$ cat config.mk
export PLATFORM = sky130hd
export DESIGN_NAME = fpa_front
export DESIGN_NICKNAME = d
export VERILOG_FILES = /design/src/rtl/fpa_pkg.sv /design/src/rtl/fpa_front.sv
export SDC_FILE = /design/constraint.sdc
export NUM_CORES = 2
export LEC_CHECK = 0
export ABC_AREA = 1
export BUFFER_PORTS_ARGS = -buffer_cell sky130_fd_sc_hd__clkbuf_2
export CAP_MARGIN = 20
export CORE_AREA = 3 3 338 340
export CTS_BUF_LIST = sky130_fd_sc_hd__clkbuf_8 sky130_fd_sc_hd__clkbuf_16
export CTS_CLUSTER_SIZE = 16
export DETAILED_ROUTE_END_ITERATION = 6
export DIE_AREA = 0 0 341 343
export GPL_TIMING_DRIVEN = 0
export SLEW_MARGIN = 20
export SYNTH_ARGS = -nofsm -noshare
export SYNTH_HDL_FRONTEND = slang
export SYNTH_SLANG_ARGS = --single-unit
export TNS_END_PERCENT = 30
$ cat constraint.sdc
create_clock -name i_clk -period 16.64 [get_ports i_clk]
set_input_delay 3.328 -clock i_clk [delete_from_list [all_inputs] [get_ports i_clk]]
set_output_delay 3.328 -clock i_clk [all_outputs]
set_load 0.1 [all_outputs]
$ cat src/rtl/fpa_pkg.sv
// shared types, codes and saturation helper for the fixed-point alu
package fpa_pkg;

    typedef enum logic [4:0] {
        ACT_ADD      = 5'd0,
        ACT_SUB      = 5'd1,
        ACT_MUL      = 5'd2,
        ACT_DIV      = 5'd3,
        ACT_GT       = 5'd4,
        ACT_LT       = 5'd5,
        ACT_GE       = 5'd6,
        ACT_LE       = 5'd7,
        ACT_EQ       = 5'd8,
        ACT_NE       = 5'd9,
        ACT_MIN      = 5'd10,
        ACT_MAX      = 5'd11,
        ACT_INC      = 5'd12,
        ACT_DEC      = 5'd13,
        ACT_ABS      = 5'd14,
        ACT_FROM_INT = 5'd15,
        ACT_TO_INT   = 5'd16
    } t_action;

    localparam logic [1:0] ST_OK       = 2'd0;
    localparam logic [1:0] ST_OVERFLOW = 2'd1;
    localparam logic [1:0] ST_DIV_ZERO = 2'd2;

    localparam logic [31:0] MAX32 = 32'h7fff_ffff;
    localparam logic [31:0] MIN32 = 32'h8000_0000;

    typedef struct packed {
        logic [4:0]  action;
        logic        neg;
        logic [31:0] res;
        logic        cmp;
        logic [1:0]  st;
        logic [63:0] prod;
        logic [31:0] den;
    } t_ctl;

    typedef struct packed {
        logic [1:0]  st;
        logic [31:0] res;
    } t_sat;

    function automatic t_sat f_sat(input logic [63:0] m, input logic neg);
        t_sat s;
        s.st  = ST_OK;
        s.res = '0;
        if (neg) begin
            if (m > {32'd0, MIN32}) begin
                s.st  = ST_OVERFLOW;
                s.res = MIN32;
            end else begin
                s.res = ~m[31:0] + 32'd1;
            end
        end else begin
            if (m > {32'd0, MAX32}) begin
                s.st  = ST_OVERFLOW;
                s.res = MAX32;
            end else begin
                s.res = m[31:0];
            end
        end
        return s;
    endfunction

endpackage

$ cat src/rtl/fpa_front.sv
// input stage: magnitudes, product, simple actions and divider load
module fpa_front #(
    parameter int FRAC_BITS = 8,
    parameter int NUM_W     = 40
) (
    input  logic               i_clk,
    input  logic               i_rst_n,
    input  logic               i_valid,
    output logic               o_ready,
    input  logic [4:0]         i_action,
    input  logic signed [31:0] i_operand_a,
    input  logic signed [31:0] i_operand_b,
    output logic               o_valid,
    input  logic               i_ready,
    output fpa_pkg::t_ctl      o_ctl,
    output logic [NUM_W-1:0]   o_num
);
    import fpa_pkg::*;

    logic             r_valid;
    t_ctl             r_ctl, n_ctl;
    logic [NUM_W-1:0] r_num, n_num;
    logic [31:0]      ma, mb;
    logic [32:0]      sum, dif;
    t_sat             sat;
    logic [63:0]      fi;

    assign o_ready = !r_valid || i_ready;
    assign ma = i_operand_a[31] ? (~i_operand_a + 32'd1) : i_operand_a;
    assign mb = i_operand_b[31] ? (~i_operand_b + 32'd1) : i_operand_b;
    assign sum = {i_operand_a[31], i_operand_a} + {i_operand_b[31], i_operand_b};
    assign dif = {i_operand_a[31], i_operand_a} - {i_operand_b[31], i_operand_b};
    assign fi = 64'({ma, FRAC_BITS'(0)});

    always_comb begin
        n_ctl        = '0;
        n_ctl.action = i_action;
        n_ctl.neg    = i_operand_a[31] ^ i_operand_b[31];
        n_ctl.prod   = 64'(ma) * 64'(mb);
        n_ctl.den    = mb;
        n_num        = {ma, FRAC_BITS'(0)};
        sat          = f_sat(fi, i_operand_a[31]);
        unique case (t_action'(i_action))
            ACT_ADD: begin
                if (sum[32] != sum[31]) begin
                    n_ctl.st  = ST_OVERFLOW;
                    n_ctl.res = sum[32] ? MIN32 : MAX32;
                end else begin
                    n_ctl.res = sum[31:0];
                end
            end
            ACT_SUB: begin
                if (dif[32] != dif[31]) begin
                    n_ctl.st  = ST_OVERFLOW;
                    n_ctl.res = dif[32] ? MIN32 : MAX32;
                end else begin
                    n_ctl.res = dif[31:0];
                end
            end
            ACT_MUL: ;
            ACT_DIV: begin
                if (mb == 32'd0) n_ctl.st = ST_DIV_ZERO;
            end
            ACT_GT: n_ctl.cmp = i_operand_a > i_operand_b;
            ACT_LT: n_ctl.cmp = i_operand_a < i_operand_b;
            ACT_GE: n_ctl.cmp = i_operand_a >= i_operand_b;
            ACT_LE: n_ctl.cmp = i_operand_a <= i_operand_b;
            ACT_EQ: n_ctl.cmp = i_operand_a == i_operand_b;
            ACT_NE: n_ctl.cmp = i_operand_a != i_operand_b;
            ACT_MIN: n_ctl.res = (i_operand_a < i_operand_b) ? i_operand_a : i_operand_b;
            ACT_MAX: n_ctl.res = (i_operand_a > i_operand_b) ? i_operand_a : i_operand_b;
            ACT_INC: begin
                if (i_operand_a == MAX32) n_ctl.st = ST_OVERFLOW;
                n_ctl.res = (i_operand_a == MAX32) ? MAX32 : i_operand_a + 32'sd1;
            end
            ACT_DEC: begin
                if (i_operand_a == MIN32) n_ctl.st = ST_OVERFLOW;
                n_ctl.res = (i_operand_a == MIN32) ? MIN32 : i_operand_a - 32'sd1;
            end
            ACT_ABS: begin
                if (i_operand_a == MIN32) n_ctl.st = ST_OVERFLOW;
                n_ctl.res = (i_operand_a == MIN32) ? MAX32 : ma;
            end
            ACT_FROM_INT: begin
                n_ctl.st  = sat.st;
                n_ctl.res = sat.res;
            end
            ACT_TO_INT: begin
                n_ctl.res = i_operand_a[31] ? (~(ma >> FRAC_BITS) + 32'd1)
                                            : (ma >> FRAC_BITS);
            end
            default: ;
        endcase
    end

    always_ff @(posedge i_clk) begin
        if (!i_rst_n) begin
            r_valid <= 1'b0;
        end else if (o_ready) begin
            r_valid <= i_valid;
        end
        if (o_ready && i_valid) begin
            r_ctl <= n_ctl;
            r_num <= n_num;
        end
    end

    assign o_valid = r_valid;
    assign o_ctl   = r_ctl;
    assign o_num   = r_num;

endmodule

==> impl_metrics.csv <==
group,metric,value,unit
status,run_status,"finished, violations left",
status,violations,"DRC",
synth,synth_common_cells,"1,348 x nand2_1, 1,322 x inv_1, 898 x fa_1",
clocking,post_cts_buffers,0,
global_routing,grt_pass1_vias,47720,
die,num_io_pins,252,
die,start_util,0.4469,
finish,seq_area,5095,µm²
timing,setup_tns,0,ns
timing,period_share,0.9490,
clocking,h-tree-depth,4,
clocking,root_buffer,"clkbuf_16",
setup_path,worst_setup_path_end_kind,"register",
synth,yosysTopAreaCellShare,0.3596,
clocking,cts_buffer_depth,2,
global_routing,grt_usage,0.4128,
synth,seq_area_frac_synth,0.1019,
die,rows,123,
synth,synth_area,50000,µm²
detailed_routing,wire_per_inst,28.60,µm
finish,drive_above_1_share,0.07561,
placement,hpwl,203800,µm
setup_path,crit_arrival,16.09,ns
clocking,numCtsBuffers,17,
timing,max_slew_margin,0.1599,
detailed_routing,totalWireLength,240200,µm
finish,nNetsFinal,8182,
timing,max_freq,0.06333,GHz
setup_path,r2r_slack,14.72,ns
synth,ys_async_sr_fraction,0,
clocking,cts.sinks,170,
die,fp.dieH,343,µm
setup_path,crit_path_start_kind,"input port",
flow_run,maxCapViolations,0,
synth,ys_warn_count,0,
placement,placed_cell_area,53420,µm²
synth,yosysMostFrequentCell,"nand2_1",
clocking,path_clk_slew,0.08,ns
finish,nFillCells,11590,
detailed_routing,ant_nets,0,
finish,finalNonFillerCells,8396,
detailed_routing,drt-initial-drc-count,6246,
synth,syn_inst,6595,
synth,synth-seq-cells,170,
detailed_routing,vias,48520,
synth,avgSynthCellArea,7.581,µm²
placement,dpl_worst_slack,0.5063,ns
synth,synth_cell_type_count,63,
clocking,cts_tree,"yes",
finish,syn_to_final_growth,8.123,%
setup_path,critPathMaxStageDelay,0.89,ns
die,core_area,111900,µm²
timing,clock-skew-final,0.01404,ns
clocking,cts_resized,0,
clocking,cts_hold_repair.buffers,0,
setup_path,crit_path_max_fanout,11,
timing,final.min_clock_period,15.79,ns
setup_path,required,16.94,ns
detailed_routing,drc,6,
global_routing,grt_pass1_wl,340200,µm
timing,drv_slew,0,
placement,routabilityCongestion,1.039,
placement,dp.cells,8356,
finish,final_area,54060,µm²
timing,worst_pin_slew,1.260,ns
finish,multi_input_area,38470,µm²
timing,finalHoldViolations,0,
detailed_routing,firstDrtPassIters,7,
timing,setup_viol,0,
synth,ys_top_cells_by_area,"fa_1 36%, edfxtp_1 10%, nand2_1 10%",
die,die_x,341,µm
timing,rsz0062_at_grt,"no",
detailed_routing,drt-vias-per-instance,5.779,
global_routing,antenna_found_initial,14,
global_routing,grt_max_degree,25,
setup_path,critPathKind,"in2reg",
setup_path,critPathSlowestCell,"clkbuf_1",
die,die-area,117000,µm²
synth,synth_top_area_cell,"fa_1",
placement,io_buffers,243,
synth,synth_edf_count,169,
global_routing,grt_overflow_total,0,
timing,fin_ws,0.8491,ns
clocking,worstSkewPairLatency,0.56,ns
synth,synth_flop_cell,"edfxtp_1",
worst_hold_path,hold_class,"reg2reg",
## flip-flops by register name, indices dropped and copies added, names as in the netlist
name and flops:
o_ctl 137, o_num 32, o_valid 1
## area by class of cell
class,instances,area share
Multi-Input combinational cell,4756,0.7116
Clock buffer,17,0.007869
Inverter,1379,0.09585
Tap cell,1500,0.03472
Buffer,297,0.02463
Timing Repair Buffer,257,0.02796
Sequential cell,170,0.09425
Clock inverter,15,0.002893
Antenna cell,5,0.0002315
## cell usage in the layout (no fill, tap or decap), types with 142 or more instances in the layout
master    Yosys  final
a21oi_1     227    226
nor2_1      867    866
clkbuf_2      0    251
clkbuf_1    170    162
nand3_1     265    265
fa_1        898    898
ha_1        333    333
nand2_1    1348   1348
inv_1      1322   1322
edfxtp_1    169    169
o21ai_0     246    246
xor2_1      145    142
## kinds of logic after synthesis
group / synth area share
and+or+nand+nor: 0.2260
AOI/OAI and AO/OA: 0.06885
xor gates and xnor gates: 0.03028
other: 0.00007500
buffers and inverters: 0.1300
DFF: 0.1019
adders and majority gates: 0.4429
## routing by layer
layer	part of all wire	GRT usage
met5	0.00082	0.009395
met4	0.053	0.1865
met3	0.13	0.1248
met2	0.40	0.5807
met1	0.41	0.5822
## worst max-delay path: cells and delay by family
family,cells,cell delay [ns]
adder cells (fa/ha/maj),10,4.79
buffers and inverters,14,3.98
AO/OA/AOI/OAI,4,2.06
AND/OR/NAND/NOR,11,1.65
XOR/XNOR,1,0.19
## stage by stage
step	hold WS [ns]	utilization
finish	0.5629	0.4832
global route	0.6035	0.4831
CTS	0.5639	0.4826
detailed placement	0.5518	0.4774
global placement	0.4920	0.4747
floorplan	1.704	-
## path summary, 6_finish.rpt
| check | from | endpoint | cells after the start |
|---|---|---|---|
| setup reg to reg | o_valid | o_ctl[128] | 5 |
| hold / removal | o_valid | o_valid | 2 |
| hold reg to reg | o_valid | o_valid | 2 |
| setup / recovery | i_operand_a[0] | o_ctl[95] | 40 |
Power is left out: the tool's default activity adds up to more than one toggle a clock period on the data nets, which glitch-free logic cannot reach.
