==> src/rtl/fpa_pkg.sv <==
// shared types, codes and saturation helper for the fixed-point alu
package fpa_pkg;

    typedef enum logic [4:0] {
        ACT_ADD      = 5'd0,
        ACT_SUB      = 5'd1,
        ACT_MUL      = 5'd2,
        ACT_DIV      = 5'd3,
        ACT_GT       = 5'd4,
        ACT_LT       = 5'd5,
        ACT_GE       = 5'd6,
        ACT_LE       = 5'd7,
        ACT_EQ       = 5'd8,
        ACT_NE       = 5'd9,
        ACT_MIN      = 5'd10,
        ACT_MAX      = 5'd11,
        ACT_INC      = 5'd12,
        ACT_DEC      = 5'd13,
        ACT_ABS      = 5'd14,
        ACT_FROM_INT = 5'd15,
        ACT_TO_INT   = 5'd16
    } t_action;

    localparam logic [1:0] ST_OK       = 2'd0;
    localparam logic [1:0] ST_OVERFLOW = 2'd1;
    localparam logic [1:0] ST_DIV_ZERO = 2'd2;

    localparam logic [31:0] MAX32 = 32'h7fff_ffff;
    localparam logic [31:0] MIN32 = 32'h8000_0000;

    typedef struct packed {
        logic [4:0]  action;
        logic        neg;
        logic [31:0] res;
        logic        cmp;
        logic [1:0]  st;
        logic [63:0] prod;
        logic [31:0] den;
    } t_ctl;

    typedef struct packed {
        logic [1:0]  st;
        logic [31:0] res;
    } t_sat;

    function automatic t_sat f_sat(input logic [63:0] m, input logic neg);
        t_sat s;
        s.st  = ST_OK;
        s.res = '0;
        if (neg) begin
            if (m > {32'd0, MIN32}) begin
                s.st  = ST_OVERFLOW;
                s.res = MIN32;
            end else begin
                s.res = ~m[31:0] + 32'd1;
            end
        end else begin
            if (m > {32'd0, MAX32}) begin
                s.st  = ST_OVERFLOW;
                s.res = MAX32;
            end else begin
                s.res = m[31:0];
            end
        end
        return s;
    endfunction

endpackage

==> src/rtl/fpa_div_cell.sv <==
// one restoring divider cell: one quotient bit per stage
module fpa_div_cell #(
    parameter int NUM_W = 40
) (
    input  logic             i_clk,
    input  logic             i_rst_n,
    input  logic             i_valid,
    output logic             o_ready,
    input  fpa_pkg::t_ctl    i_ctl,
    input  logic [NUM_W-1:0] i_num,
    input  logic [NUM_W-1:0] i_quo,
    input  logic [31:0]      i_rem,
    output logic             o_valid,
    input  logic             i_ready,
    output fpa_pkg::t_ctl    o_ctl,
    output logic [NUM_W-1:0] o_num,
    output logic [NUM_W-1:0] o_quo,
    output logic [31:0]      o_rem
);
    import fpa_pkg::*;

    logic             r_valid;
    t_ctl             r_ctl;
    logic [NUM_W-1:0] r_num, r_quo;
    logic [31:0]      r_rem;
    logic [31:0]      trial;
    logic             ge;

    assign o_ready = !r_valid || i_ready;
    assign trial   = {i_rem[30:0], i_num[NUM_W-1]};
    assign ge      = trial >= i_ctl.den;

    always_ff @(posedge i_clk) begin
        if (!i_rst_n) begin
            r_valid <= 1'b0;
        end else if (o_ready) begin
            r_valid <= i_valid;
        end
        if (o_ready && i_valid) begin
            r_ctl <= i_ctl;
            r_num <= i_num << 1;
            r_quo <= {i_quo[NUM_W-2:0], ge};
            r_rem <= ge ? trial - i_ctl.den : trial;
        end
    end

    assign o_valid = r_valid;
    assign o_ctl   = r_ctl;
    assign o_num   = r_num;
    assign o_quo   = r_quo;
    assign o_rem   = r_rem;

endmodule

==> config.mk <==
export PLATFORM = sky130hd
export DESIGN_NAME = fpa_div_cell
export DESIGN_NICKNAME = d
export VERILOG_FILES = /design/src/rtl/fpa_pkg.sv /design/src/rtl/fpa_div_cell.sv
export SDC_FILE = /design/constraint.sdc
export NUM_CORES = 1
export LEC_CHECK = 0
export BUFFER_PORTS_ARGS = -buffer_cell sky130_fd_sc_hd__buf_2
export CORE_AREA = 8 8 189 191
export DETAILED_ROUTE_END_ITERATION = 12
export DIE_AREA = 0 0 197 199
export PLACE_DENSITY = 0.68
export SLEW_MARGIN = 0
export SYNTH_ARGS = -nofsm -noshare
export SYNTH_HDL_FRONTEND = slang
export SYNTH_SLANG_ARGS = --single-unit
==> constraint.sdc <==
create_clock -name i_clk -period 24.4 [get_ports i_clk]
set_input_delay 6.1 -clock i_clk [delete_from_list [all_inputs] [get_ports i_clk]]
set_output_delay 6.1 -clock i_clk [all_outputs]
set_load 0.005 [all_outputs]
==> results.cfg, run 1 <==
[detailed_routing]
drcViolationCount = 0
drtIter0Drc = 487
vias = 7107
antenna_left = 0
drtPass1Iterations = 5
wirelength_um = 33800
wire_per_inst_um = 21.6
vias_per_cell = 4.54

[sta]
max_clock_freq_mhz = 79.5
worstMarginPinSlew_ps = 968
skew_ps = 13.8
relSlewSlack = 0.354
drv_slew = 0
grt_setup_unrepaired = no
period_share = 0.516
setup_violations = 0
tns_ps = 0
hold_viol_final = 0
fin_crit_ps = 12590

[finish]
utilization = 0.421
layout.nets = 1381
fin_area_um2 = 13800
drive_gt1_frac = 0.525
syn2layout_area_growth_pct = 40.7
fillers = 3068

[clock_tree]
cts_tree = yes
hold_buffers = 0
cts_resized = 0
insertion_delay_ps = 540
clk_pin_slew_worst_paths_ps = 60
cts_buffer_depth = 3
postCtsSetupRepairBufs = 0
cts_num_sinks = 249
numCtsBuffers = 29
htree_num_levels = 1
ctsRootBufferMaster = clkbuf_16

[floorplan]
dieWidth_um = 197
dieArea_um2 = 39200
coreArea_um2 = 32900
ios = 504
start_util = 0.299
dieHeight_um = 199
rows = 67

[synthesis]
yosysUniqueCellTypes = 58
yosys-top-cells-area = edfxtp_1 76%, ha_1 4.1%, mux2_2 3.1%, a21oi_1 1.6%, xnor2_1 1.5%
syn-num-nets = 866
async_reset_ff_frac = 0
synth_flop_cell = edfxtp_1
synth_top_area_frac = 0.758
synth-warning-count = 0
synth_seq_cells = 249
synth_edf_count = 248
ys_seq_area_frac = 0.760
syn_inst = 580
syn_area_um2 = 9820
avgSynthCellArea_um2 = 16.9
yosysTopAreaCell = edfxtp_1

[placed_design]
io_buffer_count = 500
globalplace.congestion = 0.863
dpl-instance-area_um2 = 12800
hpwl_um = 27100

[power_and_ir_drop]
power_density_nw_per_um2 = 79.5
p_leak_uw = 0.00595
power_uw = 1100
ir_drop_mv = 0.0525

[setup_path]
path_class = in -> out
startpoint_type = primary input
cp.required_ps = 18300
crit_arrival_ps = 6490
endpoint_kind = output pin
critPathMaxFanout = 3

[outcome]
status = finished clean

[hold_path]
hp-class = reg -> reg

[grt]
grt_overflow = 0
grt_pass1_vias = 7243
antenna_found_initial = 12
grt_pass1_wl_um = 47100
grt_max_degree = 75
track_usage = 0.160

[flow_run]
cap_violations = 0
-- where the power goes --
| part | switching [µW] | internal (µW) | total [µW] |
|---|---|---|---|
| clock network | 175 | 273 | 448 |
| registers | 6.69 | 506 | 513 |
| logic | 75.3 | 62.1 | 137 |
-- final timing paths --
| path | from | slack [ps] | cells past startpoint | end |
|---|---|---|---|---|
| worst max-delay path | i_ready | 11810 | 3 | o_ready |
| worst min-delay path | o_valid | 540 | 2 | o_valid |
| worst max register to register | o_valid | 22300 | 3 | o_ctl[15] |
| worst min register to register | o_valid | 540 | 2 | o_valid |
-- cells in the final DEF (no fill, tap or decap), types with 16 or more instances in the layout --
| cell type | synthesis | routed |
|---|---|---|
| edfxtp_1 | 248 | 248 |
| nand2_1 | 20 | 20 |
| inv_1 | 37 | 37 |
| nor2_1 | 16 | 16 |
| ha_1 | 32 | 32 |
| buf_2 | 0 | 500 |
| o21ai_0 | 17 | 17 |
| clkbuf_16 | 0 | 29 |
| mux2_2 | 27 | 27 |
| xnor2_1 | 17 | 17 |
| a21oi_1 | 32 | 32 |
-- cell usage after synthesis, types with 2 or more instances --
cell / instances
nand3_1: 8
nand4_1: 7
nor2b_1: 6
mux2_2: 27
buf_6: 3
edfxtp_1: 248
a211oi_1: 4
a311oi_1: 3
nor3_1: 2
a21boi_0: 2
clkbuf_1: 14
o31a_1: 2
o211ai_1: 5
mux2i_1: 2
and2_1: 5
nand2_1: 20
o21bai_1: 3
inv_1: 37
o21ai_0: 17
a21o_1: 8
o21a_1: 5
mux2_1: 3
nor4_1: 2
o21ai_1: 2
nor2_1: 16
a21oi_1: 32
nand2b_1: 6
and3_1: 4
xnor2_1: 17
ha_1: 32
xor2_1: 11
-- per-layer routing --
layer,share of wire,track usage,wire [µm]
met3,0.099,0.0604,3350
met4,0.027,0.0507,918
met5,0.0037,0,125
met1,0.37,0.181,12700
met2,0.50,0.276,16700
-- worst max-delay path: stages --
cell and delay [ps]:
buf_2 90, nand2b_1 150, buf_2 140
-- registers in the layout (all words and copies together), names as in the netlist --
| name | cells |
|---|---|
| o_ctl | 137 |
| o_num | 39 |
| o_rem | 32 |
| o_valid | 1 |
| o_quo | 40 |
-- through the flow --
step	cells	worst slack (ps)	hold WS, ps
after CTS	1565	11820	534
final	1567	11810	535
after detailed placement	1512	11820	526
after global placement	1512	11820	516
after floorplan	580	11860	537
after global routing	1566	11800	567
-- cell type report --
class	count	area [µm²]	share of cell area
inverter	37	139	0.0100
multi-input combinational	274	2120	0.153
tap	448	561	0.0406
clock buffer	33	741	0.0536
sequential	249	7470	0.540
timing repair buffer	504	2530	0.183
clock inverter	20	258	0.0186
antenna	2	5.00	0.000362
-- logic make-up (layout without fill, tap and decap cells) --
kind of cell | count (synthesis) | count (layout) | synth area share
buf+inv | 57 | 594 | 0.0246
fa+ha+maj | 33 | 33 | 0.0428
simple gates | 78 | 78 | 0.0395
xor+xnor | 28 | 28 | 0.0250
other cells | 1 | 3 | 0.000382
mux | 32 | 32 | 0.0364
compound gates | 102 | 102 | 0.0713
flops | 249 | 249 | 0.760
Note: power is estimated with default switching activity, not from simulation.
==> run 2: changes to the inputs <==
--- a/config.mk
+++ b/config.mk
@@ -5,11 +5,12 @@
 export SDC_FILE = /design/constraint.sdc
 export NUM_CORES = 1
 export LEC_CHECK = 0
+export ABC_AREA = 1
 export BUFFER_PORTS_ARGS = -buffer_cell sky130_fd_sc_hd__buf_2
 export CORE_AREA = 8 8 189 191
 export DETAILED_ROUTE_END_ITERATION = 12
 export DIE_AREA = 0 0 197 199
-export PLACE_DENSITY = 0.68
+export PLACE_DENSITY = 0.71
 export SLEW_MARGIN = 0
 export SYNTH_ARGS = -nofsm -noshare
 export SYNTH_HDL_FRONTEND = slang
==> constraint.sdc (replaced) <==
create_clock -name i_clk -period 11.6 [get_ports i_clk]
set_input_delay 2.9 -clock i_clk [delete_from_list [all_inputs] [get_ports i_clk]]
set_output_delay 2.9 -clock i_clk [all_outputs]
set_load 0.005 [all_outputs]
==> run 2 against run 1 <==
  * Count of clock-buffer cells in the layout is 1 lower
  * Synthesized cell count is 59% higher
  * Clock power is 88% higher
  * Die area stayed put
  * Register-to-register slack worse by 13000 ps
  * Critical path depth is 1 higher
  * Sequential power is 110% higher
  * Setup slack worse by 6500 ps
  * Clock skew is 4.3 ps lower
  * Area after synthesis is 8.6% higher
  * Power is 100% higher
  * Utilization is 2.4 points higher
  * Critical path type unchanged
  * Largest power group unchanged
==> results.cfg, run 2 <==
[grt]
antenna_found_initial = 19
grt_pass1_wl_um = 56700
grt_pass1_vias = 8502
track_usage = 0.199
grt_max_degree = 157
grt_overflow = 0

[setup_path]
path_class = in -> out
r2r_end = o_ctl[17]
cp.required_ps = 8700
setup.reg_to_reg.worst_slack_ps = 9410
r2r-start = o_valid
rr_worst_depth = 2
startpoint_type = primary input
crit_arrival_ps = 3350
endpoint_kind = output pin
critPathMaxFanout = 2

[synthesis]
syn-num-nets = 1208
synth_edf_count = 248
ys_seq_area_frac = 0.700
avgSynthCellArea_um2 = 11.6
syn_inst = 922
yosys-top-cells-count = 301 x nand2_1, 248 x edfxtp_1, 160 x inv_1, 41 x nor2_1, 40 x nand3_1
synth_top_area_frac = 0.698
synth_flop_cell = edfxtp_1
yosys-top-cells-area = edfxtp_1 70%, nand2_1 11%, inv_1 5.6%, ha_1 3.8%, nand3_1 1.9%
yosysTopAreaCell = edfxtp_1
syn_area_um2 = 10700
synth_seq_cells = 249
async_reset_ff_frac = 0
yosysUniqueCellTypes = 34
synth-warning-count = 0
yosysMostFrequentCell = nand2_1

[detailed_routing]
antenna_left = 0
wirelength_um = 41300
vias = 8440
drtPass1Iterations = 4
vias_per_cell = 4.38
drtIter0Drc = 403
wire_per_inst_um = 21.4
drcViolationCount = 0

[finish]
largest_register_ffs = 137
mostFrequentLayoutCells = 500 x buf_2, 301 x nand2_1, 248 x edfxtp_1
syn2layout_area_growth_pct = 36.9
final_cells = 1929
fin_area_um2 = 14600
layout_commonest_cell = buf_2
layout.nets = 1733
utilization = 0.444
fillers = 3183
drive_gt1_frac = 0.394

[sta]
setup_violations = 0
skew_ps = 9.48
max_clock_freq_mhz = 160
drv_slew = 0
worstMarginPinSlew_ps = 956
fin_crit_ps = 6250
relSlewSlack = 0.363
period_share = 0.539
tns_ps = 0
grt_setup_unrepaired = no
hold_viol_final = 0

[clock_tree]
htree_num_levels = 1
cts_num_sinks = 249
ctsRootBufferMaster = clkbuf_16
cts_buffer_depth = 3
cts_tree = yes
cts_resized = 0
hold_buffers = 0
numCtsBuffers = 28
insertion_delay_ps = 550
postCtsSetupRepairBufs = 0
clk_pin_slew_worst_paths_ps = 60

[floorplan]
dieWidth_um = 197
dieArea_um2 = 39200
dieHeight_um = 199
coreArea_um2 = 32900
start_util = 0.325
ios = 504
rows = 67

[power_and_ir_drop]
pwr-share-clk = 0.376
combPwrFrac = 0.142
internal_power_uw = 1670
ir_drop_mv = 0.0947
power_uw = 2240
p_leak_uw = 0.00708
switching_share = 0.257
power_density_nw_per_um2 = 154
power_frac_seq = 0.482
switchingPower_uw = 577

[hold_path]
holdPathEnd = o_valid
hp-class = reg -> reg
whs_path_depth = 2
hp-start = o_valid

[placed_design]
dpl-instance-area_um2 = 13700
placed_cells = 1865
globalplace.congestion = 0.969
hpwl_um = 33900
io_buffer_count = 500

[outcome]
status = finished clean

[flow_run]
cap_violations = 0
## run 2: logic make-up (layout without fill, tap and decap cells)
logic type,Yosys count,count (layout),share of synthesized area
DFF,249,249,0.700
other,1,14,0.000352
AOI/OAI and AO/OA,27,27,0.0142
xor gates and xnor gates,14,14,0.0115
buffers and inverters,173,719,0.0653
adders and majority gates,33,33,0.0394
and+or+nand+nor,425,425,0.169
## run 2: critical path, cell delays in order
cell and delay [ps]:
buf_2 90, inv_1 110, nand2_1 80, buf_2 170
## run 2: cell type report
| type | count | area [µm²] | area share |
|---|---|---|---|
| inverters | 166 | 626 | 0.0428 |
| clock inverters | 19 | 136 | 0.00934 |
| well taps | 448 | 561 | 0.0384 |
| clock buffers | 32 | 737 | 0.0505 |
| repair buffers | 502 | 2530 | 0.173 |
| diodes | 13 | 32.5 | 0.00223 |
| multi-input cells | 500 | 2510 | 0.172 |
| flip-flops and latches | 249 | 7470 | 0.511 |
## run 2: stage by stage
step                      hold slack, ps  worst slack, ps
after global placement               536             5350
after detailed placement             563             5350
after CTS                            576             5350
final                                575             5350
after floorplan                      536              953
after global routing                 603             5310
## run 2: metal layers
layer  global-route usage  wire length [µm]  vias up
met5                    0               131        -
li1                     -                 -     4077
met1                0.212             14900     3954
met4               0.0750              1400       20
met3               0.0761              3820       74
met2                0.355             21100      315
## run 2: power by group through the flow
stage               Sequential (µW)  Combinational (µW)  Clock, µW
detailed placement             1100                 325          0
finish                         1080                 319        844
floorplan                      1120                 148          0
CTS                            1080                 327        866
global placement               1100                 321          0
global route                   1090                 355        896
## run 2: worst max-delay path by stage
stage / start / to / slack, ps / cells after the start
6_report: i_ready / o_ready / 5350 / 4
5_1_grt: i_ready / o_ready / 5310 / 4
4_1_cts: i_ready / o_ready / 5350 / 4
3_5_place_dp: i_ready / o_ready / 5350 / 4
3_3_place_gp: i_ready / o_ready / 5350 / 4
2_1_floorplan: i_ready / o_ctl[0] / 950 / 2
