**config.mk**
```make
export PLATFORM = sky130hd
export DESIGN_NAME = fpa_back
export DESIGN_NICKNAME = d
export VERILOG_FILES = /design/src/rtl/fpa_pkg.sv /design/src/rtl/fpa_back.sv
export SDC_FILE = /design/constraint.sdc
export NUM_CORES = 1
export LEC_CHECK = 0
export BUFFER_PORTS_ARGS = -buffer_cell sky130_fd_sc_hd__buf_4
export CORE_MARGIN = 5
export CORE_UTILIZATION = 50
export DETAILED_ROUTE_END_ITERATION = 7
export PLACE_DENSITY = 0.79
export SETUP_SLACK_MARGIN = 0.4
export SYNTH_ARGS = -nofsm -noshare
export SYNTH_HDL_FRONTEND = slang
export SYNTH_SLANG_ARGS = --single-unit
```
**constraint.sdc**
```tcl
create_clock -name i_clk -period 10.93 [get_ports i_clk]
set_input_delay 1.093 -clock i_clk [delete_from_list [all_inputs] [get_ports i_clk]]
set_output_delay 1.093 -clock i_clk [all_outputs]
set_load 0.03 [all_outputs]
```
**src/rtl/fpa_pkg.sv**
```systemverilog
// shared types, codes and saturation helper for the fixed-point alu
package fpa_pkg;

    typedef enum logic [4:0] {
        ACT_ADD      = 5'd0,
        ACT_SUB      = 5'd1,
        ACT_MUL      = 5'd2,
        ACT_DIV      = 5'd3,
        ACT_GT       = 5'd4,
        ACT_LT       = 5'd5,
        ACT_GE       = 5'd6,
        ACT_LE       = 5'd7,
        ACT_EQ       = 5'd8,
        ACT_NE       = 5'd9,
        ACT_MIN      = 5'd10,
        ACT_MAX      = 5'd11,
        ACT_INC      = 5'd12,
        ACT_DEC      = 5'd13,
        ACT_ABS      = 5'd14,
        ACT_FROM_INT = 5'd15,
        ACT_TO_INT   = 5'd16
    } t_action;

    localparam logic [1:0] ST_OK       = 2'd0;
    localparam logic [1:0] ST_OVERFLOW = 2'd1;
    localparam logic [1:0] ST_DIV_ZERO = 2'd2;

    localparam logic [31:0] MAX32 = 32'h7fff_ffff;
    localparam logic [31:0] MIN32 = 32'h8000_0000;

    typedef struct packed {
        logic [4:0]  action;
        logic        neg;
        logic [31:0] res;
        logic        cmp;
        logic [1:0]  st;
        logic [63:0] prod;
        logic [31:0] den;
    } t_ctl;

    typedef struct packed {
        logic [1:0]  st;
        logic [31:0] res;
    } t_sat;

    function automatic t_sat f_sat(input logic [63:0] m, input logic neg);
        t_sat s;
        s.st  = ST_OK;
        s.res = '0;
        if (neg) begin
            if (m > {32'd0, MIN32}) begin
                s.st  = ST_OVERFLOW;
                s.res = MIN32;
            end else begin
                s.res = ~m[31:0] + 32'd1;
            end
        end else begin
            if (m > {32'd0, MAX32}) begin
                s.st  = ST_OVERFLOW;
                s.res = MAX32;
            end else begin
                s.res = m[31:0];
            end
        end
        return s;
    endfunction

endpackage

```
**src/rtl/fpa_back.sv**
```systemverilog
// output stage: rounding and saturation of multiply and divide
module fpa_back #(
    parameter int FRAC_BITS = 8,
    parameter int NUM_W     = 40
) (
    input  logic               i_clk,
    input  logic               i_rst_n,
    input  logic               i_valid,
    output logic               o_ready,
    input  fpa_pkg::t_ctl      i_ctl,
    input  logic [NUM_W-1:0]   i_quo,
    input  logic [31:0]        i_rem,
    output logic               o_valid,
    input  logic               i_ready,
    output logic signed [31:0] o_result_value,
    output logic               o_compare_true,
    output logic [1:0]         o_status
);
    import fpa_pkg::*;

    logic        r_valid;
    logic [31:0] r_res, n_res;
    logic        r_cmp;
    logic [1:0]  r_st, n_st;
    logic        up;
    logic [NUM_W:0] qd;
    logic [64:0] pr;
    t_sat        sm, sd;

    assign o_ready = !r_valid || i_ready;
    assign up = {i_rem, 1'b0} >= {1'b0, i_ctl.den};
    assign qd = {1'b0, i_quo} + (NUM_W+1)'(up);
    assign pr = {1'b0, i_ctl.prod} + (65'd1 << (FRAC_BITS - 1));
    assign sm = f_sat(pr[64:FRAC_BITS] > 65'(64'hffff_ffff_ffff_ffff) ? '1 :
                      64'(pr >> FRAC_BITS), i_ctl.neg);
    assign sd = f_sat(64'(qd), i_ctl.neg);

    always_comb begin
        n_res = i_ctl.res;
        n_st  = i_ctl.st;
        if (t_action'(i_ctl.action) == ACT_MUL) begin
            n_res = sm.res;
            n_st  = sm.st;
        end else if (t_action'(i_ctl.action) == ACT_DIV && i_ctl.st != ST_DIV_ZERO) begin
            n_res = sd.res;
            n_st  = sd.st;
        end
    end

    always_ff @(posedge i_clk) begin
        if (!i_rst_n) begin
            r_valid <= 1'b0;
        end else if (o_ready) begin
            r_valid <= i_valid;
        end
        if (o_ready && i_valid) begin
            r_res <= n_res;
            r_cmp <= i_ctl.cmp;
            r_st  <= n_st;
        end
    end

    assign o_valid        = r_valid;
    assign o_result_value = r_res;
    assign o_compare_true = r_cmp;
    assign o_status       = r_st;

endmodule

```
==> results of run 1 <==
cells in the mapped netlist (7+ instances only):
cell,count,area (µm²)
o21ai_0,47,235.2
or4_1,18,135.1
a311oi_1,9,78.83
a21o_1,20,150.1
a221oi_1,12,105.1
a31oi_1,20,125.1
or3_1,21,131.4
a211oi_1,28,210.2
o31a_1,7,61.31
nor2_1,124,465.5
and2_1,19,118.9
inv_1,55,206.5
nand2_1,90,337.8
o211ai_1,9,67.56
o21ai_1,8,40.04
and4_1,22,192.7
nor4_1,29,181.4
buf_2,21,105.1
nand4_1,52,325.3
nor2b_1,10,62.56
nor3_1,37,185.2
clkbuf_1,45,168.9
mux2i_1,9,90.09
and3_1,23,143.9
xor2_1,26,227.7
edfxtp_1,35,1051
nor3b_1,7,52.55
o22ai_1,11,68.82
nand2b_1,10,62.56
nand3b_1,7,52.55
xnor2_1,49,429.2
nand3_1,66,330.3
ha_1,38,475.5
a21oi_1,43,215.2
o31ai_1,16,120.1
o2111ai_1,7,61.31
through the flow:
| stage | util, % | hold slack, ps | setup WS, ps | cells | power [mW] |
|---|---|---|---|---|---|
| CTS | 63.52 | 575.3 | 2602 | 1568 | 0.5832 |
| detailed placement | 62.66 | 556.9 | 2337 | 1560 | 0.4419 |
| floorplan | - | 884.6 | 4172 | 1171 | 0.3205 |
| finish | 63.52 | 584.2 | 2432 | 1568 | 0.5873 |
| global placement | 62.66 | 554.0 | 2296 | 1560 | 0.4375 |
| global route | 63.52 | 652.5 | 1716 | 1568 | 0.6168 |
state kept, by name (all words and copies together) (netlist names):
name            flops
o_compare_true      1
o_status            2
o_result_value     32
o_valid             1
layout make-up:
cell class	instances	area (µm²)	share of cell area, %
clock buffers	7	132.6	1.305
repair buffers	245	1839	18.10
multi-input cells	1007	6635	65.28
well taps	216	270.3	2.659
flip-flops and latches	36	1071	10.54
inverters	56	210.2	2.068
clock inverters	1	5.005	0.04924
layout by cell type (no fill, tap or decap), types with 38 or more instances in the layout:
master	synthesis	final
o21ai_0	47	47
buf_4	5	245
nor2_1	124	124
nand2_1	90	90
inv_1	55	55
a21oi_1	43	43
nand4_1	52	52
nand3_1	66	66
xnor2_1	49	49
ha_1	38	38
logic make-up after synthesis:
| family | count (synthesis) |
|---|---|
| adders and majority gates | 38 |
| buffers and inverters | 128 |
| AOI/OAI and AO/OA | 316 |
| DFF | 36 |
| and+or+nand+nor | 566 |
| muxes | 12 |
| xor gates and xnor gates | 75 |
tightest hold or removal path, stage by stage, from the launching register on:
cell      delay [ps]
dfxtp_1          340
nand2b_1         110
a21boi_0          90
per-layer routing:
layer | up-vias | part of all wire, % | routed length, µm | GRT usage, %
met5 | - | 0 | 0 | 0
met4 | 0 | 3.4 | 1034 | 9.672
met3 | 69 | 8.5 | 2548 | 3.138
met2 | 587 | 46 | 13750 | 48.15
met1 | 4716 | 42 | 12670 | 41.30
li1 | 4900 | - | - | -
worst max-delay path by stage:
stage,startpoint,endpoint,slack [ps],depth (start not counted)
2_1_floorplan,i_ctl[1],o_result_value[31],4170,24
3_3_place_gp,i_ctl[1],o_result_value[17],2300,25
3_5_place_dp,i_ctl[1],o_result_value[17],2340,25
4_1_cts,i_ctl[1],o_result_value[17],2600,25
5_1_grt,i_ctl[1],o_result_value[10],1720,25
6_report,i_ctl[1],o_result_value[17],2430,25
where the power goes:
part,leakage (nW),switching [mW],internal (mW)
sequential,0.346,0.00387,0.163
combinational,3.46,0.159,0.119
clock,0.0679,0.0576,0.0844
==> results.sh, run 1 <==
export IMPL_io_pin_count=250
export IMPL_first_iter_violations=1117
export IMPL_dieWidth_um=138.2
export IMPL_grt_max_degree=65
export IMPL_root_buffer="clkbuf_16"
export IMPL_cp_end_kind="flop"
export IMPL_skew_ps=3.322
export IMPL_start_kind="input pin"
export IMPL_rsz0062_at_grt="no"
export IMPL_ys_warn_count=0
export IMPL_cap_violations=0
export IMPL_drc=0
export IMPL_max_freq_mhz=117.7
export IMPL_layout_nets=1602
export IMPL_synth_simple_area_share_pct=37.52
export IMPL_syn_inst=1171
export IMPL_numCtsBuffers=5
export IMPL_p_leak_nw=3.872
export IMPL_worst_pin_slew_ps=1199
export IMPL_clockBufferDepth=2
export IMPL_rrSetupSlack_ps=9360
export IMPL_synth_compound_area_share_pct=27.77
export IMPL_antenna_cells=0
export IMPL_placed_cell_area_um2=10030
export IMPL_holdPathEnd="o_valid"
export IMPL_grtUsageTotal_pct=29.65
export IMPL_grt_ovfl_total=0
export IMPL_wl_per_cell_um=19.13
export IMPL_synthMuxAreaShare_pct=1.507
export IMPL_finalMaxSlewViolations=0
export IMPL_synth_edff_count=35
export IMPL_cts_tree="yes"
export IMPL_period_minus_slack_ps=8498
export IMPL_hold_path_depth=2
export IMPL_dp_hpwl_um=24180
export IMPL_rows=46
export IMPL_cp_slowest_stage_delay_ps=1050
export IMPL_vias=10270
export IMPL_place_congestion=0.9581
export IMPL_firstDrtPassIters=6
export IMPL_powerDensity_nw_per_um2=57.79
export IMPL_synth_xor_area_share_pct=7.992
export IMPL_setup_tns_ps=0
export IMPL_grt_pass1_vias=9369
export IMPL_crit_type="input pin to flop"
export IMPL_synthFlopType="edfxtp_1"
export IMPL_grt_pass1_wl_um=48220
export IMPL_syn2layout_area_growth_pct=23.66
export IMPL_initial_core_util_pct=51.37
export IMPL_clock_latency_ps=280
export IMPL_hold_buffers=0
export IMPL_min_from="o_valid"
export IMPL_synth_seq_cells=36
export IMPL_die_h_um=138.2
export IMPL_fp_coreArea_um2=16000
export IMPL_syn_area_um2=8219
export IMPL_fin_crit_sh_pct=77.74
export IMPL_seq_area_frac_synth_pct=13.03
export IMPL_r2r_cells=2
export IMPL_post_cts_setup_buffers=0
export IMPL_slowest_stage="nor3_2"
export IMPL_relSlewSlack_pct=19.64
export IMPL_hold_violations=0
export IMPL_io_buffer_count=242
export IMPL_routed_wl_um=30000
export IMPL_cts_sinks=36
export IMPL_synthArstFlopShare_pct=0
export IMPL_setup_viol=0
export IMPL_ir_drop_mv=0.05320
export IMPL_cp_arrival_ps=8630
export IMPL_synth_distinct_cells=89
export IMPL_syn_area_per_cell_um2=7.019
export IMPL_drive_above_1_share_pct=20.71
export IMPL_cp_required_ps=11070
export IMPL_clkTransAtPathRegs_ps=60
export IMPL_cp_top_family="compound AO/OA/AOI/OAI gates"
export IMPL_r2r_end="o_result_value[26]"
export IMPL_ant_nets=0
export IMPL_r2r_start="o_valid"
export IMPL_status="finished clean"
export IMPL_crit_fanout=20
export IMPL_worst_path_buf_inv=2
export IMPL_synth_top_family_by_area="simple AND/OR/NAND/NOR gates"
export IMPL_post_cts_resized=0
export IMPL_synthAdderAreaFrac_pct=5.785
export IMPL_htreeDepth=2
export IMPL_synth_nets=1422
export IMPL_viasPerCell=6.551
export IMPL_fin_area_um2=10160
export IMPL_hold_class="flop to flop"
export IMPL_die_area_um2=19100
export IMPL_grt_antenna_before_repair=0
export IMPL_n_fill_cell=1495
Power figures use the tool's default switching activity.
==> inputs of run 2 (changes only) <==
--- a/config.mk
+++ b/config.mk
@@ -7,9 +7,9 @@
 export LEC_CHECK = 0
 export BUFFER_PORTS_ARGS = -buffer_cell sky130_fd_sc_hd__buf_4
 export CORE_MARGIN = 5
-export CORE_UTILIZATION = 50
+export CORE_UTILIZATION = 49
 export DETAILED_ROUTE_END_ITERATION = 7
-export PLACE_DENSITY = 0.79
+export PLACE_DENSITY = 0.81
 export SETUP_SLACK_MARGIN = 0.4
 export SYNTH_ARGS = -nofsm -noshare
 export SYNTH_HDL_FRONTEND = slang
==> constraint.sdc (replaced) <==
create_clock -name i_clk -period 6.9 [get_ports i_clk]
set_input_delay 0.69 -clock i_clk [delete_from_list [all_inputs] [get_ports i_clk]]
set_output_delay 0.69 -clock i_clk [all_outputs]
set_load 0.03 [all_outputs]
==> run 2 against run 1 <==
Utilization fell by 0.49 points. Combinational power rose by 62%. Routed wire length rose by 2.5%. Critical path type unchanged. Largest cell class unchanged. Largest power group unchanged.
==> results.sh, run 2 (synthesis results as in run 1) <==
export IMPL_cts_tree="yes"
export IMPL_fp_coreArea_um2=16520
export IMPL_p_leak_nw=4.013
export IMPL_start_kind="input pin"
export IMPL_cp_required_ps=7020
export IMPL_root_buffer="clkbuf_16"
export IMPL_n_fill_cell=1521
export IMPL_cap_violations=0
export IMPL_period_minus_slack_ps=6287
export IMPL_fin_crit_sh_pct=91.11
export IMPL_cp_startpoint="i_ctl[1]"
export IMPL_rsz0062_at_grt="yes"
export IMPL_finalMaxSlewViolations=0
export IMPL_skew_ps=2.140
export IMPL_die_h_um=139.5
export IMPL_cp_top_family="compound AO/OA/AOI/OAI gates"
export IMPL_layout_common_cells="buf_4, nor2_1, nand2_1"
export IMPL_finalPower_mw=0.9405
export IMPL_status="finished clean"
export IMPL_cpMostUsedCell="buf_4"
export IMPL_wl_per_cell_um=19.30
export IMPL_drc=0
export IMPL_r2r_start="o_valid"
export IMPL_setup_tns_ps=0
export IMPL_timing_hold_ws_ps=539.6
export IMPL_crit_type="input pin to flop"
export IMPL_vias=10370
export IMPL_syn2layout_area_growth_pct=26.72
export IMPL_cp_end_kind="flop"
export IMPL_r2r_end="o_result_value[31]"
export IMPL_rrSetupSlack_ps=5390
export IMPL_slowest_stage="or3_1"
export IMPL_grt_pass1_vias=9211
export IMPL_numCtsBuffers=5
export IMPL_fin_util_pct=63.03
export IMPL_ant_nets=0
export IMPL_largest_register_ffs=32
export IMPL_io_buffer_count=242
export IMPL_htreeDepth=2
export IMPL_place_congestion=0.9656
export IMPL_crit_fanout=10
export IMPL_holdPathEnd="o_valid"
export IMPL_multiInputGateArea_um2=6703
export IMPL_worst_pin_slew_ps=1121
export IMPL_grt_ovfl_total=0
export IMPL_powerDensity_nw_per_um2=90.30
export IMPL_clockBufferDepth=2
export IMPL_first_iter_violations=1115
export IMPL_cp_slowest_stage_delay_ps=390
export IMPL_hold_path_depth=2
export IMPL_regArea_um2=1071
export IMPL_clkTransAtPathRegs_ps=60
export IMPL_cp_arrival_ps=6410
export IMPL_antenna_cells=0
export IMPL_ir_drop_mv=0.08058
export IMPL_routed_wl_um=30760
export IMPL_grt_pass1_wl_um=48270
export IMPL_clock_latency_ps=290
export IMPL_firstDrtPassIters=5
export IMPL_drive_above_1_share_pct=22.78
export IMPL_grt_max_degree=65
export IMPL_io_pin_count=250
export IMPL_hold_violations=0
export IMPL_r2r_cells=2
export IMPL_dp_hpwl_um=24480
export IMPL_initial_core_util_pct=49.74
export IMPL_max_freq_mhz=159.1
export IMPL_grt_antenna_before_repair=0
export IMPL_layout_nets=1624
export IMPL_viasPerCell=6.505
export IMPL_hold_class="flop to flop"
export IMPL_die_area_um2=19460
export IMPL_cts_sinks=36
export IMPL_setup_viol=0
export IMPL_grtUsageTotal_pct=29.52
export IMPL_worst_path_buf_inv=6
export IMPL_dieWidth_um=139.5
export IMPL_rows=47
export IMPL_mostFrequentLayoutCell="buf_4"
export IMPL_min_from="o_valid"
export IMPL_relSlewSlack_pct=25.08
run 2: cell types whose count changed in the layout (fill, tap and decap cells not counted), moves of 2 or more:
cell       previous run  this run
a211oi_2              1         4
buf_4               245       266
clkbuf_1              2         0
a2111oi_0             2         0
a211oi_1             28        25
run 2: worst max-delay path by stage:
stage,cells past startpoint,slack [ps],endpoint
6_report,29,610,o_result_value[1]
5_1_grt,29,380,o_result_value[1]
4_1_cts,29,420,o_result_value[1]
3_5_place_dp,29,30,o_result_value[1]
3_3_place_gp,29,160,o_result_value[1]
2_1_floorplan,24,540,o_result_value[31]
run 2: repair_timing:
action | in CTS | in global routing
hold endpoints to repair | 0 | 0
pin swaps | 0 | 3
setup buffers | 0 | 1
hold buffers | 0 | 0
gates resized for setup | 2 | 13
endpoints found under the setup margin | 16 | 33
run 2: worst reg2reg max path, stage by stage, from the launching register on:
cell	delay [ps]
dfxtp_1	310
nand2b_1	100
and2_2	710
run 2: report_power, final:
group | internal (mW) | switching [mW]
combinational | 0.193 | 0.258
clock | 0.131 | 0.0941
sequential | 0.258 | 0.00605
run 2: layout make-up:
| cell class | instances | area share (%) |
|---|---|---|
| flip-flops and latches | 36 | 10.28 |
| multi-input cells | 1007 | 64.36 |
| clock inverters | 3 | 0.1321 |
| well taps | 220 | 2.643 |
| inverters | 56 | 2.018 |
| repair buffers | 267 | 19.37 |
| clock buffers | 5 | 1.201 |
run 2: metal layers:
metal  vias up  share of wire (%)  GRT usage [%]  routed length [µm]
met4         0                2.2          7.158                 677
li1       4941                  -              -                   -
met2       597                 47          49.52               14560
met3        43                9.1          3.293                2789
met5         -                  0              0                   0
met1      4788                 41          40.69               12740
run 2: through the flow:
stage | setup slack (ps) | area, µm² | instances
after floorplan | 544.7 | 8219 | 1171
after global placement | 163.3 | 10200 | 1585
after detailed placement | 26.89 | 10200 | 1585
after CTS | 419.7 | 10350 | 1593
after global routing | 377.8 | 10420 | 1594
final | 613.1 | 10420 | 1594
==> inputs of run 3 (changes only) <==
--- a/config.mk
+++ b/config.mk
@@ -6,10 +6,10 @@
 export NUM_CORES = 1
 export LEC_CHECK = 0
 export BUFFER_PORTS_ARGS = -buffer_cell sky130_fd_sc_hd__buf_4
-export CORE_MARGIN = 5
-export CORE_UTILIZATION = 49
+export CORE_UTILIZATION = 45
 export DETAILED_ROUTE_END_ITERATION = 7
-export PLACE_DENSITY = 0.81
+export MAX_ROUTING_LAYER = met4
+export PLACE_DENSITY = 0.75
 export SETUP_SLACK_MARGIN = 0.4
 export SYNTH_ARGS = -nofsm -noshare
 export SYNTH_HDL_FRONTEND = slang
==> run 3 against run 2 <==
Sequential power about the same. Worst hold slack improved by 14 ps. Routed wire length decreased by 5.1%. Design area decreased by 0.30%. Global-route usage increased by 1.8 points. Critical endpoint is now o_result_value[29].
==> results.sh, run 3 (synthesis results as in run 1) <==
export IMPL_status="finished clean"
export IMPL_dp_hpwl_um=23460
export IMPL_grtUsageTotal_pct=31.34
export IMPL_place_congestion=0.9681
export IMPL_fp_coreArea_um2=17900
export IMPL_ant_nets=0
export IMPL_clock_latency_ps=290
export IMPL_firstDrtPassIters=8
export IMPL_p_clk_share_pct=27.0
export IMPL_rows=49
export IMPL_finalPower_mw=0.9689
export IMPL_antenna_cells=0
export IMPL_cp_slowest_stage_delay_ps=420
export IMPL_post_cts_setup_buffers=0
export IMPL_numCtsBuffers=5
export IMPL_n_fill_cell=1762
export IMPL_syn2layout_area_growth_pct=26.34
export IMPL_max_freq_mhz=166.4
export IMPL_relSlewSlack_pct=32.96
export IMPL_worst_pin_slew_ps=1003
export IMPL_hold_buffers=0
export IMPL_first_iter_violations=752
export IMPL_finalMaxSlewViolations=0
export IMPL_layout_nets=1620
export IMPL_crit_fanout=13
export IMPL_power_share_combinational_pct=45.7
export IMPL_crit_type="input pin to flop"
export IMPL_drive_above_1_share_pct=22.12
export IMPL_ir_drop_mv=0.09480
export IMPL_cp_end_kind="flop"
export IMPL_cts_sinks=36
export IMPL_layout_common_cells="buf_4, nor2_1, nand2_1"
export IMPL_drc=0
export IMPL_initial_core_util_pct=45.91
export IMPL_root_buffer="clkbuf_16"
export IMPL_start_kind="input pin"
export IMPL_clockBufferDepth=2
export IMPL_skew_ps=5.563
export IMPL_mostFrequentLayoutCell="buf_4"
export IMPL_hold_violations=0
export IMPL_slowest_stage="xor2_1"
export IMPL_dieWidth_um=137.1
export IMPL_setup_viol=0
export IMPL_p_sw_mw=0.3498
export IMPL_r2r_cells=3
export IMPL_io_buffer_count=242
export IMPL_powerDensity_nw_per_um2=93.31
export IMPL_wl_per_cell_um=18.26
export IMPL_p_sw_share_pct=36.11
export IMPL_fin_util_pct=58.00
export IMPL_grt_max_degree=65
export IMPL_io_pin_count=250
export IMPL_setup_ws_ps=888.8
export IMPL_htreeDepth=2
export IMPL_largest_register_ffs=32
export IMPL_fin_crit_sh_pct=87.12
export IMPL_viasPerCell=6.397
export IMPL_r2r_start="o_valid"
export IMPL_rrSetupSlack_ps=5560
export IMPL_grt_antenna_before_repair=0
export IMPL_grt_ovfl_total=0
export IMPL_grt_pass1_vias=9062
export IMPL_routed_wl_um=29200
export IMPL_place_ws_ps=44.82
export IMPL_p_leak_nw=3.993
export IMPL_holdPathEnd="o_valid"
export IMPL_cp_arrival_ps=6020
export IMPL_cp_required_ps=6910
export IMPL_pwr_share_seq_pct=27.3
export IMPL_cpMostUsedCell="buf_4"
export IMPL_cts_tree="yes"
export IMPL_hold_class="flop to flop"
export IMPL_power_internal_mw=0.6190
export IMPL_die_area_um2=18810
export IMPL_min_from="o_valid"
export IMPL_hold_path_depth=2
export IMPL_cap_violations=0
export IMPL_setup_tns_ps=0
export IMPL_grt_pass1_wl_um=45650
export IMPL_r2r_end="o_result_value[0]"
export IMPL_clkTransAtPathRegs_ps=60
export IMPL_multiInputGateArea_um2=6678
export IMPL_period_minus_slack_ps=6011
export IMPL_rsz0062_at_grt="no"
export IMPL_die_h_um=137.1
export IMPL_regArea_um2=1071
export IMPL_vias=10230
run 3: changes by cell type in the layout (fill, tap and decap cells not counted), sizes merged:
cell    delta
buf        -4
clkinv     -2
bufinv     +1
clkbuf     +1
run 3: how the worst max path moves through the flow:
stage                  start                 end  cells after the start
finish              i_ctl[1]  o_result_value[29]                     28
floorplan           i_ctl[1]  o_result_value[31]                     24
CTS                 i_ctl[1]  o_result_value[12]                     26
global placement    i_ctl[1]  o_result_value[26]                     26
detailed placement  i_ctl[1]  o_result_value[26]                     26
global route        i_ctl[1]   o_result_value[8]                     27
run 3: layout make-up:
cell class	count	area share (%)
inverter	56	2.024
clock inverter	2	0.3374
multi-input combinational	1007	64.31
clock buffer	6	1.241
sequential	36	10.31
tap	229	2.759
timing repair buffer	263	19.01
run 3: repair_timing:
action	CTS	global route
pin swaps	0	1
resized for setup	1	9
setup endpoints to repair	7	33
cloned	0	0
run 3: metrics by stage:
step | instances | instance area [µm²] | hold WS (ps)
CTS | 1599 | 10350 | 551.1
global route | 1599 | 10380 | 571.3
floorplan | 1171 | 8219 | 788.9
finish | 1599 | 10380 | 553.4
global placement | 1591 | 10180 | 516.7
detailed placement | 1591 | 10180 | 542.2
run 3: critical path: cells and delay by family:
| family | cells | cell delay [ps] |
|---|---|---|
| mux | 1 | 150 |
| simple gates | 7 | 1060 |
| xor+xnor | 1 | 420 |
| compound gates | 11 | 2360 |
| buf+inv | 5 | 650 |
| fa+ha+maj | 3 | 680 |
run 3: metal layers:
metal	track usage [%]	routed length (µm)	vias up
li1	-	-	4940
met1	40.28	12350	4712
met2	50.39	13750	500
met3	2.148	2006	77
met4	13.86	1098	0
met5	-	0	-
run 3: power groups by stage:
| stage | registers [mW] | logic (mW) | clock network (mW) |
|---|---|---|---|
| final | 0.265 | 0.443 | 0.261 |
| after global routing | 0.266 | 0.483 | 0.270 |
| after CTS | 0.265 | 0.435 | 0.263 |
| after detailed placement | 0.269 | 0.433 | 0 |
| after global placement | 0.269 | 0.426 | 0 |
| after floorplan | 0.295 | 0.212 | 0 |
